File: src/rtl/core/kerb_pkg.sv
// Shared types, codes and the consumer usage map for the key event report builder.
// Has no dependencies; the report builder core imports it.
`default_nettype none

package kerb_pkg;

    localparam logic MODE_PRESS   = 1'b0;
    localparam logic MODE_RELEASE = 1'b1;

    localparam logic [1:0] CLASS_NONE     = 2'd0;
    localparam logic [1:0] CLASS_BASIC    = 2'd1;
    localparam logic [1:0] CLASS_MOD      = 2'd2;
    localparam logic [1:0] CLASS_CONSUMER = 2'd3;

    typedef struct packed {
        logic [2:0]  row;
        logic [3:0]  col;
        logic [15:0] code;
        logic [1:0]  cls;
    } held_key_t;

    localparam logic [15:0] USAGE_MAP [0:6] = '{
        16'h00E2, 16'h00E9, 16'h00EA, 16'h00B5, 16'h00B6, 16'h00CD, 16'h00B7
    };

    function automatic logic [15:0] usage_of(input logic [7:0] low);
        logic [15:0] usage;
        usage = 16'h0000;
        if (low >= 8'd1 && low <= 8'd7)
        begin
            usage = USAGE_MAP[3'(low - 8'd1)];
        end
        return usage;
    endfunction

endpackage

`default_nettype wire

File: src/rtl/core/key_event_report_builder_unit.sv
// Key event report builder: HID keyboard report with six key slots and a consumer usage.
// Depends on kerb_pkg for the entry type, class codes and the consumer usage map.
//
// Usage: one press or release event enters on the s_axis channel; exactly one
// result, holding the current report and two staging flags, leaves on the
// m_axis channel. The block works on one event at a time and drops s_axis_tready
// from the transfer until its result has been taken.
// A press of a basic key also searches the report slots for a free one. A release
// walks the pressed-key table through one memory read port and one shared
// comparator, one entry a cycle. The same comparator searches the report slots,
// one slot a cycle.
// When the receiver stalls, the result is held on m_axis until it is taken.
// Reset clears the report, the modifier byte, the consumer usage and the
// table count; table entries are not cleared and need no clearing pass.
`default_nettype none

module key_event_report_builder_unit
    import kerb_pkg::*;
#(
    parameter int ROWS         = 8,
    parameter int COLS         = 16,
    parameter int TABLE_DEPTH  = 128,
    parameter int REPORT_SLOTS = 6
)
(
    input  wire logic        clk,
    input  wire logic        rst_n,
    input  wire logic        s_axis_tvalid,
    output logic             s_axis_tready,
    // key_row[2:0], key_col[6:3], key_code[22:7], zero[23]
    input  wire logic [23:0] s_axis_tdata,
    // mode[0], key_class[2:1]
    input  wire logic [2:0]  s_axis_tuser,
    output logic             m_axis_tvalid,
    input  wire logic        m_axis_tready,
    // modifier_bits[7:0], slot_zero..slot_five[55:8], consumer_usage[71:56]
    output logic [71:0]      m_axis_tdata,
    // keyboard_staged[0], consumer_staged[1]
    output logic [1:0]       m_axis_tuser
);

    localparam int AW = (TABLE_DEPTH > 1) ? $clog2(TABLE_DEPTH) : 1;
    localparam int CW = $clog2(TABLE_DEPTH + 1);
    localparam int SW = (REPORT_SLOTS > 1) ? $clog2(REPORT_SLOTS) : 1;

    localparam logic [2:0] S_IDLE    = 3'd0;
    localparam logic [2:0] S_EXEC    = 3'd1;
    localparam logic [2:0] S_SCAN    = 3'd2;
    localparam logic [2:0] S_MOVE_RD = 3'd3;
    localparam logic [2:0] S_MOVE_WR = 3'd4;
    localparam logic [2:0] S_SLOT    = 3'd5;
    localparam logic [2:0] S_OUT     = 3'd6;

    logic [2:0]    state_reg;
    logic [2:0]    state_next;
    logic [CW-1:0] count_reg;
    logic [CW-1:0] scan_idx_reg;
    logic          pend_reg;
    logic [AW-1:0] hit_idx_reg;
    logic [SW-1:0] slot_idx_reg;
    logic          slot_rm_reg;
    logic [7:0]    tgt_reg;
    logic [7:0]    modifier_reg;
    logic [15:0]   consumer_reg;
    logic [7:0]    slots_reg [REPORT_SLOTS];
    logic          kstaged_reg;
    logic          cstaged_reg;

    logic          mode_reg;
    logic [2:0]    row_reg;
    logic [3:0]    col_reg;
    logic [15:0]   code_reg;
    logic [1:0]    cls_reg;

    held_key_t     tbl_mem [TABLE_DEPTH];
    held_key_t     rd_data_reg;
    logic [AW-1:0] rd_addr;
    logic          mem_we;
    logic [AW-1:0] mem_waddr;
    held_key_t     mem_wdata;

    logic [7:0]    cmp_a;
    logic [7:0]    cmp_b;
    logic          cmp_eq;
    logic          in_range;
    logic          found;
    logic [CW-1:0] hit_idx_c;
    logic          slot_last;
    logic [7:0]    out_slots [6];

    assign s_axis_tready = (state_reg == S_IDLE);
    assign m_axis_tvalid = (state_reg == S_OUT);

    assign in_range  = (32'(row_reg) < ROWS) && (32'(col_reg) < COLS);
    assign hit_idx_c = scan_idx_reg - CW'(1);
    assign slot_last = (slot_idx_reg == SW'(REPORT_SLOTS - 1));

    // Shared equality unit: table position match or report slot search.
    always_comb
    begin
        if (state_reg == S_SLOT)
        begin
            cmp_a = slots_reg[slot_idx_reg];
            cmp_b = slot_rm_reg ? tgt_reg : 8'h00;
        end
        else
        begin
            cmp_a = {1'b0, rd_data_reg.row, rd_data_reg.col};
            cmp_b = {1'b0, row_reg, col_reg};
        end
    end

    assign cmp_eq = (cmp_a == cmp_b);
    assign found  = pend_reg && cmp_eq;

    always_comb
    begin
        if (state_reg == S_SCAN)
        begin
            rd_addr = scan_idx_reg[AW-1:0];
        end
        else
        begin
            rd_addr = count_reg[AW-1:0];
        end
    end

    always_comb
    begin
        mem_we    = 1'b0;
        mem_waddr = count_reg[AW-1:0];
        mem_wdata = '{row: row_reg, col: col_reg, code: code_reg, cls: cls_reg};
        if (state_reg == S_EXEC && in_range && mode_reg == MODE_PRESS
            && cls_reg != CLASS_NONE && code_reg != 16'h0000
            && 32'(count_reg) < TABLE_DEPTH)
        begin
            mem_we = 1'b1;
        end
        else if (state_reg == S_MOVE_WR)
        begin
            mem_we    = 1'b1;
            mem_waddr = hit_idx_reg;
            mem_wdata = rd_data_reg;
        end
    end

    always_ff @(posedge clk)
    begin
        if (mem_we)
        begin
            tbl_mem[mem_waddr] <= mem_wdata;
        end
        rd_data_reg <= tbl_mem[rd_addr];
    end

    always_comb
    begin
        state_next = state_reg;
        unique case (state_reg)
            S_IDLE:
            begin
                if (s_axis_tvalid)
                begin
                    state_next = S_EXEC;
                end
            end
            S_EXEC:
            begin
                if (!in_range)
                begin
                    state_next = S_OUT;
                end
                else if (mode_reg == MODE_RELEASE)
                begin
                    state_next = S_SCAN;
                end
                else if (cls_reg == CLASS_BASIC && code_reg != 16'h0000)
                begin
                    state_next = S_SLOT;
                end
                else
                begin
                    state_next = S_OUT;
                end
            end
            S_SCAN:
            begin
                if (found)
                begin
                    state_next = S_MOVE_RD;
                end
                else if (scan_idx_reg >= count_reg)
                begin
                    state_next = S_OUT;
                end
            end
            S_MOVE_RD:
            begin
                state_next = S_MOVE_WR;
            end
            S_MOVE_WR:
            begin
                state_next = (cls_reg == CLASS_BASIC) ? S_SLOT : S_OUT;
            end
            S_SLOT:
            begin
                if (cmp_eq || slot_last)
                begin
                    state_next = S_OUT;
                end
            end
            S_OUT:
            begin
                if (m_axis_tready)
                begin
                    state_next = S_IDLE;
                end
            end
            default:
            begin
                state_next = S_IDLE;
            end
        endcase
    end

    always_ff @(posedge clk or negedge rst_n)
    begin
        if (!rst_n)
        begin
            state_reg    <= S_IDLE;
            count_reg    <= '0;
            scan_idx_reg <= '0;
            pend_reg     <= 1'b0;
            slot_idx_reg <= '0;
            slot_rm_reg  <= 1'b0;
            modifier_reg <= 8'h00;
            consumer_reg <= 16'h0000;
            kstaged_reg  <= 1'b0;
            cstaged_reg  <= 1'b0;
            for (int i = 0; i < REPORT_SLOTS; i++)
            begin
                slots_reg[i] <= 8'h00;
            end
        end
        else
        begin
            state_reg <= state_next;
            unique case (state_reg)
                S_IDLE:
                begin
                    kstaged_reg  <= 1'b0;
                    cstaged_reg  <= 1'b0;
                    scan_idx_reg <= '0;
                    pend_reg     <= 1'b0;
                    slot_idx_reg <= '0;
                    slot_rm_reg  <= 1'b0;
                end
                S_EXEC:
                begin
                    if (in_range && mode_reg == MODE_PRESS
                        && cls_reg != CLASS_NONE && code_reg != 16'h0000)
                    begin
                        if (cls_reg == CLASS_CONSUMER)
                        begin
                            consumer_reg <= usage_of(code_reg[7:0]);
                            cstaged_reg  <= 1'b1;
                        end
                        else
                        begin
                            if (cls_reg == CLASS_MOD)
                            begin
                                modifier_reg <= modifier_reg | (8'd1 << code_reg[2:0]);
                            end
                            kstaged_reg <= 1'b1;
                        end
                        if (32'(count_reg) < TABLE_DEPTH)
                        begin
                            count_reg <= count_reg + CW'(1);
                        end
                    end
                end
                S_SCAN:
                begin
                    if (found)
                    begin
                        count_reg <= count_reg - CW'(1);
                    end
                    else if (scan_idx_reg < count_reg)
                    begin
                        scan_idx_reg <= scan_idx_reg + CW'(1);
                        pend_reg     <= 1'b1;
                    end
                end
                S_MOVE_RD:
                begin
                end
                S_MOVE_WR:
                begin
                    case (cls_reg)
                        CLASS_CONSUMER:
                        begin
                            consumer_reg <= 16'h0000;
                            cstaged_reg  <= 1'b1;
                        end
                        CLASS_MOD:
                        begin
                            modifier_reg <= modifier_reg & ~(8'd1 << code_reg[2:0]);
                            kstaged_reg  <= 1'b1;
                        end
                        CLASS_BASIC:
                        begin
                            slot_rm_reg <= 1'b1;
                            kstaged_reg <= 1'b1;
                        end
                        default:
                        begin
                        end
                    endcase
                end
                S_SLOT:
                begin
                    if (cmp_eq)
                    begin
                        slots_reg[slot_idx_reg] <= slot_rm_reg ? 8'h00 : tgt_reg;
                    end
                    else if (!slot_last)
                    begin
                        slot_idx_reg <= slot_idx_reg + SW'(1);
                    end
                end
                S_OUT:
                begin
                end
                default:
                begin
                end
            endcase
        end
    end

    // Event fields; on a table hit the key and class are replaced by the stored ones.
    always_ff @(posedge clk)
    begin
        if (state_reg == S_IDLE && s_axis_tvalid)
        begin
            mode_reg <= s_axis_tuser[0];
            cls_reg  <= s_axis_tuser[2:1];
            row_reg  <= s_axis_tdata[2:0];
            col_reg  <= s_axis_tdata[6:3];
            code_reg <= s_axis_tdata[22:7];
            tgt_reg  <= s_axis_tdata[14:7];
        end
        else if (state_reg == S_SCAN && found)
        begin
            cls_reg     <= rd_data_reg.cls;
            code_reg    <= rd_data_reg.code;
            tgt_reg     <= rd_data_reg.code[7:0];
            hit_idx_reg <= hit_idx_c[AW-1:0];
        end
    end

    for (genvar g = 0; g < 6; g++)
    begin : g_out_slot
        if (g < REPORT_SLOTS)
        begin : g_used
            assign out_slots[g] = slots_reg[g];
        end
        else
        begin : g_unused
            assign out_slots[g] = 8'h00;
        end
    end

    assign m_axis_tdata = {consumer_reg, out_slots[5], out_slots[4], out_slots[3],
                           out_slots[2], out_slots[1], out_slots[0], modifier_reg};
    assign m_axis_tuser = {cstaged_reg, kstaged_reg};

    a_count_bound: assert property (@(posedge clk) disable iff (!rst_n)
        32'(count_reg) <= TABLE_DEPTH)
        else $error("pressed key count beyond table depth");

    a_one_side: assert property (@(posedge clk) disable iff (!rst_n)
        !(s_axis_tready && m_axis_tvalid))
        else $error("input taken while a result is pending");

    a_count_step: assert property (@(posedge clk) disable iff (!rst_n)
        (count_reg != $past(count_reg)) |->
        (count_reg == $past(count_reg) + CW'(1) || count_reg == $past(count_reg) - CW'(1)))
        else $error("pressed key count moved by more than one");

    a_one_report: assert property (@(posedge clk) disable iff (!rst_n)
        m_axis_tvalid |-> !(kstaged_reg && cstaged_reg))
        else $error("one event staged both reports");

    a_start: assert property (@(posedge clk) disable iff (!rst_n)
        (s_axis_tvalid && s_axis_tready) |=> (state_reg == S_EXEC))
        else $error("accepted event not started");

endmodule

`default_nettype wire

File: config.mk
export PLATFORM = sky130hd
export DESIGN_NAME = key_event_report_builder_unit
export DESIGN_NICKNAME = d
export VERILOG_FILES = /design/src/rtl/core/kerb_pkg.sv /design/src/rtl/core/key_event_report_builder_unit.sv
export SDC_FILE = /design/constraint.sdc
export NUM_CORES = 2
export LEC_CHECK = 0
export BUFFER_PORTS_ARGS = -buffer_cell sky130_fd_sc_hd__buf_2
export CAP_MARGIN = 40
export CORE_MARGIN = 1.5
export CORE_UTILIZATION = 35
export CTS_BUF_LIST = sky130_fd_sc_hd__clkbuf_4 sky130_fd_sc_hd__clkbuf_8
export DETAILED_ROUTE_END_ITERATION = 7
export PLACE_DENSITY = 0.47
export SKIP_CTS_REPAIR_TIMING = 1
export SLEW_MARGIN = 10
export SYNTH_ARGS = -nofsm -noshare
export SYNTH_HDL_FRONTEND = slang
export SYNTH_SLANG_ARGS = --single-unit
export TNS_END_PERCENT = 20
File: constraint.sdc
create_clock -name clk -period 8.3 [get_ports clk]
set_input_delay 0.415 -clock clk [delete_from_list [all_inputs] [get_ports clk]]
set_output_delay 0.415 -clock clk [all_outputs]
set_load 0.01 [all_outputs]
**After elaboration in Yosys (flattened, before gate mapping)**

Memory sizes are Yosys's and may differ from the RTL's. A register that Yosys moved wholly into a read port is not among the register bits.
Cells that the tools add are included.

- Bits in registers: 139
- Latch bits: 0
- Bits in writable memories: 3,200
- Bits in read-only memories: 128
- Bits of input ports: 31
- Output and inout bits: 76
- Word-level logic and storage cells: 179
- Memories: 2

- Add/subtract/negate cells: 6
- Multiply operators: 0
- Div/mod/pow operators: 0
- $lt $le $gt $ge: 8
- Equal/unequal tests: 29
- Shift-type cells: 1
- Muxes and demuxes: 68
- Bitwise operators: 7
- Reduce and logical (&&, ||, !) cells: 35

Memories:

| memory | words | bits a word | read ports | clocked after memory_dff | wr ports | RTL line | RTL |
|---|---|---|---|---|---|---|---|
| tbl_mem | 128 | 25 | 1 | 1 | 1 | key_event_report_builder_unit.sv:75 | `held_key_t tbl_mem [TABLE_DEPTH];` |
| (no name shown) | 8 | 16 | 1 | 0 | 0 | kerb_pkg.sv:31 | `usage = USAGE_MAP[3'(low - 8'd1)];` |

Operators with widths:

| operator | number |
|---|---|
| 8-bit 2-to-1 mux | 18 |
| 16-bit 2-to-1 mux | 8 |
| 25-bit 2-to-1 mux | 2 |
| 48-bit bitwise mux | 1 |
| 8-bit one-hot mux with 2 select lines | 3 |
| 16-bit one-hot mux with 2 select lines | 1 |
| 8-bit binary-select mux with 3-bit select | 1 |
| 8-bit demux with 3-bit select | 1 |
| 3-bit 2-to-1 mux | 8 |
| 7-bit 2-to-1 mux | 3 |
| 3-bit one-hot mux with 7 select lines | 1 |
| 2-bit by 1-bit != test with 1-bit output (second input constant) | 9 |
| 8-bit by 1-bit adder with 8-bit output (second input constant) | 2 |
| 2-bit != test (second input constant) | 8 |
| 4-bit AND reduction | 4 |
| 16-bit nonzero test | 1 |
| 2-bit nonzero test | 7 |
| 3-bit equality test (second input constant) | 4 |
| 1-bit logical AND | 12 |
| 1-bit 2-to-1 mux | 12 |
| 8-bit bitwise AND | 1 |
| 8-bit equality test | 1 |
| 4-bit >= comparator (second input constant) | 2 |
| 8-bit by 1-bit >= comparator with 1-bit output (second input constant) | 1 |
| 30 further kinds | 43 |

**Depth between registers and ports, before layout**

- Word-level depth: 10
- Depth in mapped cells: 15
- Depth with buffers taken out: 11

**Worst setup path before layout**

No wires, ideal clock.

- Path kind: register -> register
- From: register state_reg[0]
- To: memory tbl_mem[0][0] (netlist name), data pin
- Library setup time: 1,197 ps
- Arrival: 6,504 ps
- Data required time: 7,103 ps
- Slack: 598 ps
- Stages on the path, launching flop included: 8
- Path buffers: 4
- Clock period less this slack: 7,702 ps
- Path through: dfrtp_1 > clkbuf_1 > nand2b_1 > nor2_1 > clkbuf_1 > clkbuf_1 > clkbuf_1 > o21ai_0

RTL lines:

| element | RTL line | RTL |
|---|---|---|
| from (decl) | key_event_report_builder_unit.sv:54 | `logic [2:0] state_reg;` |
| from (signal assigned) | key_event_report_builder_unit.sv:247 | `state_reg <= state_next;` |
| to (decl) | key_event_report_builder_unit.sv:75 |  |

**Worst setup path after layout**

- From: register state_reg[0]
- To: register rd_data_reg[17] (netlist name)

- Longest elaborated chain between the ends: 2

RTL lines:

| element | RTL line | RTL |
|---|---|---|
| 3-bit by 2-bit equality test with 1-bit output | key_event_report_builder_unit.sv:118 | `if (state_reg == S_SCAN)` |
| 7-bit 2-to-1 mux | key_event_report_builder_unit.sv:118 |  |

Every way passes these cells.
A chain may end at the register's enable or synchronous reset.

==> impl_results.md <==
- Status: complete, no violations
- CP most frequent cell: buf_12
- DR iter-0 viols: ~8,000
- Core Rows: approximately 230
- Hold path endpoint: row_reg[1]
- Synth cell types: 72
- Root buffer cell: clkbuf_8
- Lkg Pwr: 53.5 nW
- Synth area leader: edfxtp_1
- Total congestion overflow: 0
- Clk slew on worst S/H paths: 0.06 ns
- Sequential share of the synthesized area: 0.749
- Total die area: a little under 400,000 um2
- Synth-to-Final Area Change: 15.2%
- Final ANT Viol Nets: 0
- PortBufs: 97
- 1st-pass router iterations: 5
- Crit path kind: register to register
- Clock skew after layout: 0.0715 ns
- Mapped Cells: 8,910
- Worst slew pin tran: about 1.1 ns
- Fin nets: about 9,500
- Count leader, synth: edfxtp_1
- DP Wirelength: approximately 240 mm
- CTS Sinks: 3,348
- Global-route wire length before repair: 607 mm
- Synth area leaders: edfxtp_1 73%, nand2_1 5.3%, mux2i_1 4.1%
- Flop and latch count out of synthesis: around 3,300
- # setup viols final: 0
- Total track usage: 0.221
- Tmin final: between 5 and 6 ns
- Cell area power density: roughly 380 nW/um2
- M2 GR Usage: 0.356
- Rel. slew slack: 0.289
- GRT met3 Usage: 0.0374
- Fin Setup TNS: 0 ns
- CP delay by family, top: simple AND/OR/NAND/NOR gates
- Vias: 81,126
- Critical-path cell list: or3b_4 -> a21oi_4 -> buf_12 -> buf_12 -> buf_4 -> mux4_2 -> and3_1 -> a31oi_1 -> nand4_1 -> nor3_2 -> nand3_1
- Critical R2R Launch: state_reg[0]
- Total Wirelength: 433 mm
- Flop2flop setup slack: ~2.5 ns
- Clock latency on the worst-skew pair: between 1 and 1.5 ns
- Hold Fails Final Rpt: 0
- Wirelength per Cell: 29.1 um
- Busiest grt layer: met2
- Hold_sp: s_axis_tdata[1]
- Mapped Area: 133,000 um2
- Worst hold stages: 2
- Syn_area_per_cell: 15.0 um2
- EDFF count, synth: about 3,200
- Yosys top cell area share: 0.728
- WP data arrival: 6.80 ns
- CP max-delay cell: nor3_2
- RSZ-0062 raised after global routing: false
- Hold Slack: 0.0524 ns
- Synth async-reset ratio: 0.0269
- Final-report max-slew violation count: 0
- Core Region: approximately 380,000 um2
- TritonCTS clock tree: done
- Initial antenna violation count: 17
- Top FF cell, synth: edfxtp_1
- Most frequent cells after synthesis: 3,233 x edfxtp_1, 1,883 x nand2_1, 713 x nand3_1, 546 x mux2i_1, 245 x clkbuf_1
- I/O Pins: roughly 110
- CP Launch Type: register
- Largest stage delay, worst path: roughly 0.9 ns
- Die Span Y: 620 um
- Worst vdd ir: 371 uV
- Initial Utilization: 0.352
- Vias in the first global route: ~80,000
- Share of post-route cells with drive strength above 1: 0.181
- Depth of the CTS H-tree: 6
- CP endpoint kind: register
- DRC violations left: 0
- Longest Clk Path Bufs: 4
- Final GP Congestion: 0.817
- Tcrit/Tclk final: 0.695
- Vias/cell: 5.45
- Die width: 620 um
- Met1 usage: 0.305
- Max Fclk: ~170 MHz
- YS warnings: 0
- # Max-Cap Violations: 0
- Worst path required time: 9.33 ns
- Min-delay worst type: input port to register
- Largest net degree at the start of global routing: 136
- CP bufs+invs: 3
- R2R Path End: rd_data_reg[17]
- Max reg flops: approximately 3,200
- Crit-path max FO: 38
- Number of buffers created by CTS: between 500 and 600
- Worst Reg-to-Reg Cells: 11
- Filler cells: 34,841
power by group:
| part | leakage, nW | switching (mW) | internal, mW |
|---|---|---|---|
| Combinational | 17.2 | 15.2 | 5.74 |
| Sequential | 30.6 | 0.410 | 21.8 |
| Clock | 5.75 | 6.72 | 7.73 |
| Total | 53.5 | 22.3 | 35.3 |
final cells by class:
class | instances | area, um2 | share of cell area
inverters | 93 | 349 | 0.00227
well taps | 5016 | 6280 | 0.0409
clock inverters | 186 | 1020 | 0.00665
repair buffers | 501 | 4650 | 0.0303
clock buffers | 810 | 9860 | 0.0642
flip-flops and latches | 3348 | 99800 | 0.650
diodes | 9 | 22.5 | 0.000147
multi-input cells | 4909 | 31500 | 0.205
layout by cell type (no fill, tap or decap), drive strengths merged, types with 80 or more instances in the layout:
cell	n
clkbuf	810
dfrtp	90
and3	130
buf	462
a31oi	149
inv	114
mux2i	547
edfxtp	3233
nor2	191
a311oi	137
nand2	1883
o22ai	84
nand3	713
a21oi	166
mux4	165
a211oi	150
clkinv	147
mux2	80
worst max-delay path by stage:
stage / startpoint / endpoint / slack, ns / depth (start not counted)
2_1_floorplan: state_reg[0] / tbl_mem[0][0] / 0.60 / 7
3_3_place_gp: state_reg[2] / rd_data_reg[20] / 2.58 / 9
3_5_place_dp: state_reg[2] / rd_data_reg[17] / 2.56 / 11
4_1_cts: state_reg[0] / rd_data_reg[17] / 2.56 / 11
5_1_grt: state_reg[2] / rd_data_reg[17] / 2.42 / 11
6_report: state_reg[0] / rd_data_reg[17] / 2.53 / 11
through the flow:
stage	power, mW	setup slack (ns)	util	std cells	cell area, um2
2_1_floorplan	34.3	0.598	-	8917	133000
6_report	57.6	2.53	0.405	14872	154000
5_1_grt	60.0	2.42	0.405	14864	154000
4_1_cts	57.8	2.56	0.403	14815	153000
3_3_place_gp	42.7	2.58	0.372	13761	141000
3_5_place_dp	43.4	2.56	0.375	13819	142000
cells by family (layout without fill, tap and decap cells):
| kind of cell | Yosys count | count (layout) | share of synthesized area |
|---|---|---|---|
| fa+ha+maj | 24 | 24 | 0.00231 |
| buf+inv | 660 | 1590 | 0.0214 |
| xor+xnor | 25 | 25 | 0.00164 |
| flops | 3348 | 3348 | 0.749 |
| other cells | 1 | 17 | 0.0000281 |
| simple gates | 3140 | 3140 | 0.102 |
| mux | 792 | 792 | 0.0757 |
| compound gates | 920 | 920 | 0.0482 |
routing by layer:
layer | part of all wire | vias up | routed length, um
met5 | 0.000039 | - | 17
met4 | 0.032 | 2 | 13800
met3 | 0.069 | 666 | 29900
met2 | 0.47 | 3045 | 204000
met1 | 0.43 | 42362 | 185000
li1 | - | 35051 | -
(Power assumes the default switching activity.)
